File: src/hw/rtl/humidity_temp_frame_decoder_top_assert.svh
// Assertion macros for the frame decoder.
// Included by the RTL files that carry concurrent checks; needs clk and rst_n in scope.
`ifndef HUMIDITY_TEMP_FRAME_DECODER_TOP_ASSERT_SVH
`define HUMIDITY_TEMP_FRAME_DECODER_TOP_ASSERT_SVH
`ifndef SYNTHESIS
`define HTFD_ASSERT_IMPL(lbl, ant, cons) \
    lbl: assert property (@(posedge clk) disable iff (!rst_n) (ant) |-> (cons)) \
        else $error("htfd check failed");
`define HTFD_ASSERT_NEXT(lbl, ant, cons) \
    lbl: assert property (@(posedge clk) disable iff (!rst_n) (ant) |=> (cons)) \
        else $error("htfd check failed");
`else
`define HTFD_ASSERT_IMPL(lbl, ant, cons)
`define HTFD_ASSERT_NEXT(lbl, ant, cons)
`endif
`endif

File: src/hw/rtl/htfd_pkg.sv
// Shared types, constants and the CRC-8 byte function for the frame decoder.
// No dependencies.
package htfd_pkg;

    localparam logic [7:0]  CRC_POLY     = 8'h31;
    localparam logic [7:0]  RAW_LOW_MASK = 8'hFC;
    localparam int          TYPE_BIT     = 1;

    localparam logic [14:0] TEMP_SCALE   = 15'd17572;
    localparam logic [14:0] HUM_SCALE    = 15'd12500;
    localparam logic [15:0] TEMP_OFFSET  = 16'd4685;
    localparam logic [15:0] HUM_OFFSET   = 16'd600;

    localparam logic [1:0]  STATUS_OK    = 2'd0;
    localparam logic [1:0]  STATUS_TYPE  = 2'd1;
    localparam logic [1:0]  STATUS_CRC   = 2'd2;

    typedef struct packed {
        logic valid;
        logic hum;
    } htfd_ctl_t;

    // One byte through an MSB-first CRC-8, no reflection.
    function automatic logic [7:0] crc8_byte(input logic [7:0] crc, input logic [7:0] data);
        logic [7:0] c;
        c = crc ^ data;
        for (int i = 0; i < 8; i++) begin
            if (c[7])
                c = {c[6:0], 1'b0} ^ CRC_POLY;
            else
                c = {c[6:0], 1'b0};
        end
        return c;
    endfunction

endpackage

File: src/hw/rtl/humidity_temp_frame_decoder_top.sv
// Frame decoder top level: type check, CRC-8 check and conversion pipeline.
// Depends on htfd_pkg, htfd_scale and humidity_temp_frame_decoder_top_assert.svh.
//
// Usage:
//   Drive command, frame_msb, frame_lsb and frame_crc with start high; the
//   transaction is taken at that clock edge when busy is low. busy stays low,
//   so a new frame can be started in every cycle.
//   When a taken frame leaves stage 3, done is high for exactly one cycle
//   with status and reading for that frame. Frames come out in order.
//   Stage 1 registers the frame, runs the CRC over the first byte and checks
//   the type flag; stage 2 finishes the CRC, decides status and multiplies the
//   raw value by the scale; stage 3 shifts, removes the offset and registers
//   the result. The 15x16 multiply sets the stage depth.
//   Throughput: one frame per cycle.
//   reading is 0 whenever status is not ok; type mismatch wins over CRC error.
//   The receiver cannot stall: a result is valid only in its done cycle.
//   Reset clears all valid bits; nothing else needs reset and no clearing
//   pass is done.
module humidity_temp_frame_decoder_top (
    input  logic        clk,
    input  logic        rst_n,
    input  logic        start,
    output logic        busy,
    input  logic        command,
    input  logic [7:0]  frame_msb,
    input  logic [7:0]  frame_lsb,
    input  logic [7:0]  frame_crc,
    output logic        done,
    output logic [1:0]  status,
    output logic signed [14:0] reading
);
    import htfd_pkg::*;

    logic        s1_valid_reg;
    logic        s1_hum_reg;
    logic        s1_type_ok_reg;
    logic [7:0]  s1_crc_reg;
    logic [7:0]  s1_lsb_reg;
    logic [7:0]  s1_rx_reg;
    logic [7:0]  s1_raw_hi_reg;
    logic [15:0] s1_raw;

    logic        s2_valid_reg;
    logic [1:0]  s2_status_reg;
    logic [1:0]  s2_status_next;
    logic [7:0]  s2_crc;

    logic        s3_valid_reg;
    logic        s3_hum_reg;
    logic        s2_hum_reg;
    logic [1:0]  s3_status_reg;
    logic [14:0] scaled;

    htfd_ctl_t   scale_ctl;

    assign busy = 1'b0;

    // valid chain
    always_ff @(posedge clk or negedge rst_n)
    begin
        if (!rst_n)
        begin
            s1_valid_reg <= 1'b0;
            s2_valid_reg <= 1'b0;
            s3_valid_reg <= 1'b0;
        end
        else
        begin
            s1_valid_reg <= start && !busy;
            s2_valid_reg <= s1_valid_reg;
            s3_valid_reg <= s2_valid_reg;
        end
    end

    // stage 1: first CRC byte and type flag
    always_ff @(posedge clk)
    begin
        if (start && !busy)
        begin
            s1_hum_reg     <= command;
            s1_type_ok_reg <= (frame_lsb[TYPE_BIT] == command);
            s1_crc_reg     <= crc8_byte(8'h00, frame_msb);
            s1_lsb_reg     <= frame_lsb;
            s1_rx_reg      <= frame_crc;
            s1_raw_hi_reg  <= frame_msb;
        end
    end

    assign s1_raw = {s1_raw_hi_reg, s1_lsb_reg & RAW_LOW_MASK};

    // stage 2: second CRC byte and status
    assign s2_crc = crc8_byte(s1_crc_reg, s1_lsb_reg);

    always_comb
    begin
        if (!s1_type_ok_reg)
            s2_status_next = STATUS_TYPE;
        else if (s2_crc != s1_rx_reg)
            s2_status_next = STATUS_CRC;
        else
            s2_status_next = STATUS_OK;
    end

    always_ff @(posedge clk)
    begin
        if (s1_valid_reg)
        begin
            s2_status_reg <= s2_status_next;
            s2_hum_reg    <= s1_hum_reg;
        end
        if (s2_valid_reg)
        begin
            s3_status_reg <= s2_status_reg;
            s3_hum_reg    <= s2_hum_reg;
        end
    end

    assign scale_ctl.valid = s1_valid_reg;
    assign scale_ctl.hum   = s1_hum_reg;

    htfd_scale u_scale (
        .clk    (clk),
        .ctl    (scale_ctl),
        .raw    (s1_raw),
        .scaled (scaled)
    );

    assign done    = s3_valid_reg;
    assign status  = s3_status_reg;
    assign reading = (s3_status_reg == STATUS_OK) ? $signed(scaled) : 15'sd0;

`include "humidity_temp_frame_decoder_top_assert.svh"

    `HTFD_ASSERT_IMPL(a_err_reads_zero, done && status != STATUS_OK, reading == 15'sd0)
    `HTFD_ASSERT_NEXT(a_valid_chain, s1_valid_reg, s2_valid_reg)
    `HTFD_ASSERT_IMPL(a_hum_range, done && status == STATUS_OK && s3_hum_reg,
                      reading >= -15'sd600 && reading <= 15'sd11899)
    `HTFD_ASSERT_IMPL(a_temp_range, done && status == STATUS_OK && !s3_hum_reg,
                      reading >= -15'sd4685 && reading <= 15'sd12885)

endmodule

File: src/hw/rtl/htfd_scale.sv
// Two-stage fixed-point conversion of the 16-bit raw value: multiply, then shift and offset.
// Depends on htfd_pkg.
module htfd_scale (
    input  logic                clk,
    input  htfd_pkg::htfd_ctl_t ctl,
    input  logic [15:0]         raw,
    output logic [14:0]         scaled
);
    import htfd_pkg::*;

    logic [30:0] prod_reg;
    logic [30:0] prod_next;
    logic        hum_reg;
    logic [14:0] scaled_reg;
    logic [14:0] scaled_next;
    logic [15:0] offset;
    logic [15:0] diff;

    assign prod_next = 31'(raw) * 31'(ctl.hum ? HUM_SCALE : TEMP_SCALE);

    always_ff @(posedge clk)
    begin
        if (ctl.valid)
        begin
            prod_reg <= prod_next;
            hum_reg  <= ctl.hum;
        end
    end

    // drop the 16 fraction bits, then remove the offset
    assign offset      = hum_reg ? HUM_OFFSET : TEMP_OFFSET;
    assign diff        = {1'b0, prod_reg[30:16]} - offset;
    assign scaled_next = diff[14:0];

    always_ff @(posedge clk)
    begin
        scaled_reg <= scaled_next;
    end

    assign scaled = scaled_reg;

endmodule

File: config.mk
export PLATFORM = sky130hd
export DESIGN_NAME = humidity_temp_frame_decoder_top
export DESIGN_NICKNAME = d
export VERILOG_FILES = /design/src/hw/rtl/htfd_pkg.sv /design/src/hw/rtl/humidity_temp_frame_decoder_top.sv /design/src/hw/rtl/htfd_scale.sv
export VERILOG_INCLUDE_DIRS = /design/src /design/src/hw/rtl
export SDC_FILE = /design/constraint.sdc
export NUM_CORES = 1
export LEC_CHECK = 0
export ABC_AREA = 0
export BUFFER_PORTS_ARGS = -buffer_cell sky130_fd_sc_hd__buf_2
export CAP_MARGIN = 20
export CELL_PAD_IN_SITES_DETAIL_PLACEMENT = 1
export CELL_PAD_IN_SITES_GLOBAL_PLACEMENT = 1
export CORE_MARGIN = 2
export CORE_UTILIZATION = 45
export CTS_CLUSTER_DIAMETER = 30
export DETAILED_ROUTE_END_ITERATION = 16
export PLACE_DENSITY_LB_ADDON = 0.05
export RECOVER_POWER = 100
export SYNTH_ARGS = -nofsm -noshare
export SYNTH_HDL_FRONTEND = slang
export SYNTH_SLANG_ARGS = --single-unit
File: constraint.sdc
create_clock -name clk -period 14.1 [get_ports clk]
set_clock_uncertainty 0.05 [all_clocks]
set_input_delay 2.82 -clock clk [delete_from_list [all_inputs] [get_ports clk]]
set_output_delay 2.82 -clock clk [all_outputs]
set_load 0.05 [all_outputs]
* After elaboration in Yosys (flattened, before gate mapping)
Cells that the tools add are included.
** Cells by class
- Equal/unequal tests :: 2
- Reductions and logical operators :: 1
- Mux-type cells :: 27
- Multipliers :: 1
- Bitwise logic cells :: 17
- Add/sub/neg operators :: 1
** Operators by type and width (number)
- $mux 6 :: 16
- $mux 8 :: 7
- $not 3->3 :: 16
- $mul 14x31->29 :: 1
- $mux 15 :: 2
- $sub 15x15->15 :: 1
- $mux 13 :: 1
- $ne 8x8->1 :: 1
- $xor 8x8->8 :: 1
- $logic_not 2->1 :: 1
- $mux 2 :: 1
- $eq 1x1->1 :: 1
** Storage, ports and cells
- Bits in registers :: 86
- Input bits :: 28
- Output and inout port bits :: 19

* Longest topological paths before layout
- Word-level depth :: 23
- Gate-level depth with buffers :: 21
- Depth with buffers taken out :: 20

* By module
A second synthesis with hierarchy kept.
** Second synthesis, totals
- Cell total of the unflattened synthesis :: 688
- Area, all modules :: 7422.1 um2
** Modules (own cells, without submodules)
- htfd_scale :: seq. area each 780.7 um2, area each 5619.1 um2, cells each 571, times used 1
- humidity_temp_frame_decoder_top :: seq. area each 1216.2 um2, area each 1803.0 um2, cells each 117, times used 1

* Least setup slack after synthesis
No wires, ideal clock.
- Kind :: register to register
- Start :: reg s1_hum_reg
- End :: reg u_scale.prod_reg[24] (data pin)
- Library setup time :: 266 ps
- Data arrival time :: 5161 ps
- Slack :: 8623 ps
- Period minus slack after synthesis :: 5477 ps
- Cell stages (with the launch flop) :: 21
- Cell sequence :: edfxtp_1 -> clkbuf_1 -> clkbuf_1 -> and2_1 -> ha_1 -> inv_1 -> fa_1 -> fa_1 -> inv_1 -> fa_1 -> fa_1 -> inv_1 -> fa_1 -> inv_1 -> ha_1 -> a21o_1 -> a21o_1 -> a221oi_1 -> o21a_1 -> o21ai_0 -> xor2_1
** On the way
- Longest elaborated chain between the ends :: 2
** RTL lines
- start: declaration :: line humidity_temp_frame_decoder_top.sv:35 : logic s1_hum_reg;
- start signal: assignment :: line humidity_temp_frame_decoder_top.sv:80 : s1_hum_reg <= command;
- $mux 15 :: line htfd_scale.sv:19 : assign prod_next = 31'(raw) * 31'(ctl.hum ? HUM_SCALE : TEMP_SCALE);
- $mul 14x31->29 :: line htfd_scale.sv:19
- named net u_scale.prod_next[24] :: line htfd_scale.sv:12 : logic [30:0] prod_next;
- end signal: assignment :: line htfd_scale.sv:25 : prod_reg <= prod_next;
- end: declaration :: line htfd_scale.sv:11 : logic [30:0] prod_reg;
The timed path passes the listed nets, and every way through them passes these cells.
A chain may end at the register's enable or synchronous reset.

* Final worst setup path
Same ends and word-level chain as after synthesis.

==> reports/qor.csv <==
metric;value;unit
status;finished, violations left;
violations;capacitance limit, slew limit;
ant_nets;0;
max-slew-margin-rel;-28.2;%
pin_count;47;
start_util;46.2;%
cp.arrival;6.17;ns
antenna_found_initial;0;
via_per_inst;5.04;
slew_violations;36;
cts_root_buf;clkbuf_16;
cts_tree;built;
cp-start-kind;flip-flop;
cts_hold_buf;0;
track_usage;19.9;%
fillerInstances;1696;
synth_largest_area_cell;edfxtp_1;
grt_max_degree;36;
setup_viol;0;
seq_area_frac_synth;28.3;%
wirelength;15800;µm
yosys-top-cells-area;edfxtp_1 (23%), ha_1 (22%), fa_1 (18%), inv_1 (5.4%), xnor2_1 (5.2%);
yosys.area.top_type_share;23.0;%
final_nets;926;
drive_gt1_share;5.59;%
avgSynthCellArea;10.7;µm²
met2WireLength;7780;µm
area_growth;10.5;%
dp_hpwl;13600;µm
core;0.0153;mm²
clkLatencyLatePin;0.34;ns
cp_top_family;adder cells;
cp_slowest_cell;edfxtp_1;
yosysWarnings;0;
cts_setup_buffers;0;
clk_path_buf_depth;2;
grt_pass1_vias;5072;
cts.reportedPaths.clkPinSlew;0.06;ns
top_layer;met4;
ys_types;46;
clock-sinks;72;
cts_resized;0;
max_freq;163;MHz
wl_per_cell;17.0;µm
slowest_delay;0.95;ns
worst_pin_slew;1.92;ns
grt_pass1_wl;25300;µm
dieArea;0.0167;mm²
gp_congestion;0.877;
overflow;0;
crit_buf_inv;4;
syn_area;0.00706;mm²
crit_required;14.13;ns
htreeDepth;3;
io_buffer_count;45;
die_x;129;µm
synth_edf_count;54;
dr.pass1.iters;4;
die_h;129;µm
crit_chain;nor2b_1 -> or2_2 -> ha_1 -> ha_1 -> inv_1 -> fa_1 -> inv_1 -> fa_1 -> fa_1 -> inv_1 -> fa_1 -> inv_1 -> ha_1 -> a21o_1 -> a21o_1 -> a221oi_1 -> o21a_1 -> o21ai_0 -> xor2_1;
ys.flop_type;edfxtp_1;
fin_crit;6.15;ns
worstSetupPathType;reg2reg;
drc_errors;0;
drt-met1-wl;7320;µm
vias;4674;
maxCapViolations;1;
worstPathMaxFanout;31;
hold_viol_final;0;
min_path_type;reg2reg;
rsz0062_at_grt;no;
tns;0;ns
fin_crit_sh;43.6;%
drtIter0Drc;104;
diodes;0;
ys_ff_latch;72;
rows;45;
cp-end-kind;flip-flop;
ys_async_sr_fraction;4.17;%
dr_wl_met3;395;µm
synth_cells;661;
cts_made_buffers;9;
==> synthesized netlist by cell type, types with 2 or more instances <==
cell and count:
nand2_1 34, nor2_1 21, dfxtp_1 15, xor2_1 20
o21ai_1 2, clkbuf_1 16, and2_1 27, dfrtp_1 3
edfxtp_1 54, o211ai_1 5, or2_2 9, xnor2_1 42
a211oi_1 3, nor3_1 4, o21bai_1 2, o21ai_0 16
a31oi_1 4, or3_1 2, a211o_1 2, nor2b_1 11
and3_1 5, inv_1 101, nand2b_1 11, conb_1 2
fa_1 64, nand3_1 8, and4_1 2, a21oi_1 21
a21o_1 11, o21a_1 2, o31ai_1 2, ha_1 122
nand4_1 5
==> worst reg2reg max path: stages (launching register included) <==
cell and delay (ns):
edfxtp_1 0.95, nor2b_1 0.17, or2_2 0.34, ha_1 0.28
ha_1 0.27, inv_1 0.05, fa_1 0.53, inv_1 0.05
fa_1 0.50, fa_1 0.55, inv_1 0.06, fa_1 0.53
inv_1 0.04, ha_1 0.24, a21o_1 0.19, a21o_1 0.18
a221oi_1 0.33, o21a_1 0.26, o21ai_0 0.14, xor2_1 0.16
==> per-layer routing <==
layer	track usage, %	vias up
li1	-	2296
met5	0	-
met3	3.01	18
met4	5.88	0
met2	34.1	53
met1	26.3	2307
==> placed cells by master (no fill, tap or decap), drive strengths merged, types with 18 or more instances in the layout <==
cell type / instances
fa: 64
ha: 122
and2: 27
clkbuf: 39
a21oi: 21
xnor2: 42
nor2: 21
xor2: 20
o21ai: 18
edfxtp: 54
inv: 102
nand2: 34
==> stage by stage <==
step	utilization, %	instance area [µm²]	setup WS [ns]	instances	hold WS [ns]
global placement	49.3	7520	8.13	912	0.348
global route	51.1	7790	7.61	927	0.392
finish	51.1	7790	7.95	927	0.367
detailed placement	49.3	7520	7.99	912	0.358
floorplan	-	7100	8.62	673	0.341
CTS	51.3	7830	7.95	927	0.371
==> worst paths after layout <==
kind,slack [ns],startpoint,cells past startpoint,end
hold reg to reg,0.37,s2_status_reg[0],0,status[0]
setup / recovery,7.95,s1_hum_reg,19,u_scale.prod_reg[24]
min in group asynchronous,2.23,rst_n,1,done
hold / removal,0.37,s2_status_reg[0],0,status[0]
max in group asynchronous,11.63,rst_n,1,s1_valid_reg
setup reg to reg,7.95,s1_hum_reg,19,u_scale.prod_reg[24]
==> area by class of cell <==
cell class / count / area (µm²) / area share [%]
multi-input combinational: 483 / 4660 / 59.8
sequential: 72 / 2000 / 25.6
inverter: 101 / 379 / 4.86
tap: 211 / 264 / 3.39
clock buffer: 9 / 225 / 2.89
timing repair buffer: 45 / 188 / 2.41
clock inverter: 6 / 83.8 / 1.08
==> logic make-up (layout without fill, tap and decap cells) <==
logic type               Yosys count  count (layout)  synth area share [%]
AO/OA/AOI/OAI                     80              80                  7.29
XOR/XNOR                          62              62                  7.70
adder cells (fa/ha/maj)          186             186                  39.8
buffers and inverters            118             161                  6.33
flip-flops                        72              72                  28.3
multiplexers                       1               1                 0.142
other                              2              14                 0.106
AND/OR/NAND/NOR                  140             140                  10.4
Power is left out: the tool's default activity adds up to more than one toggle a clock period on the data nets, which glitch-free logic cannot reach.
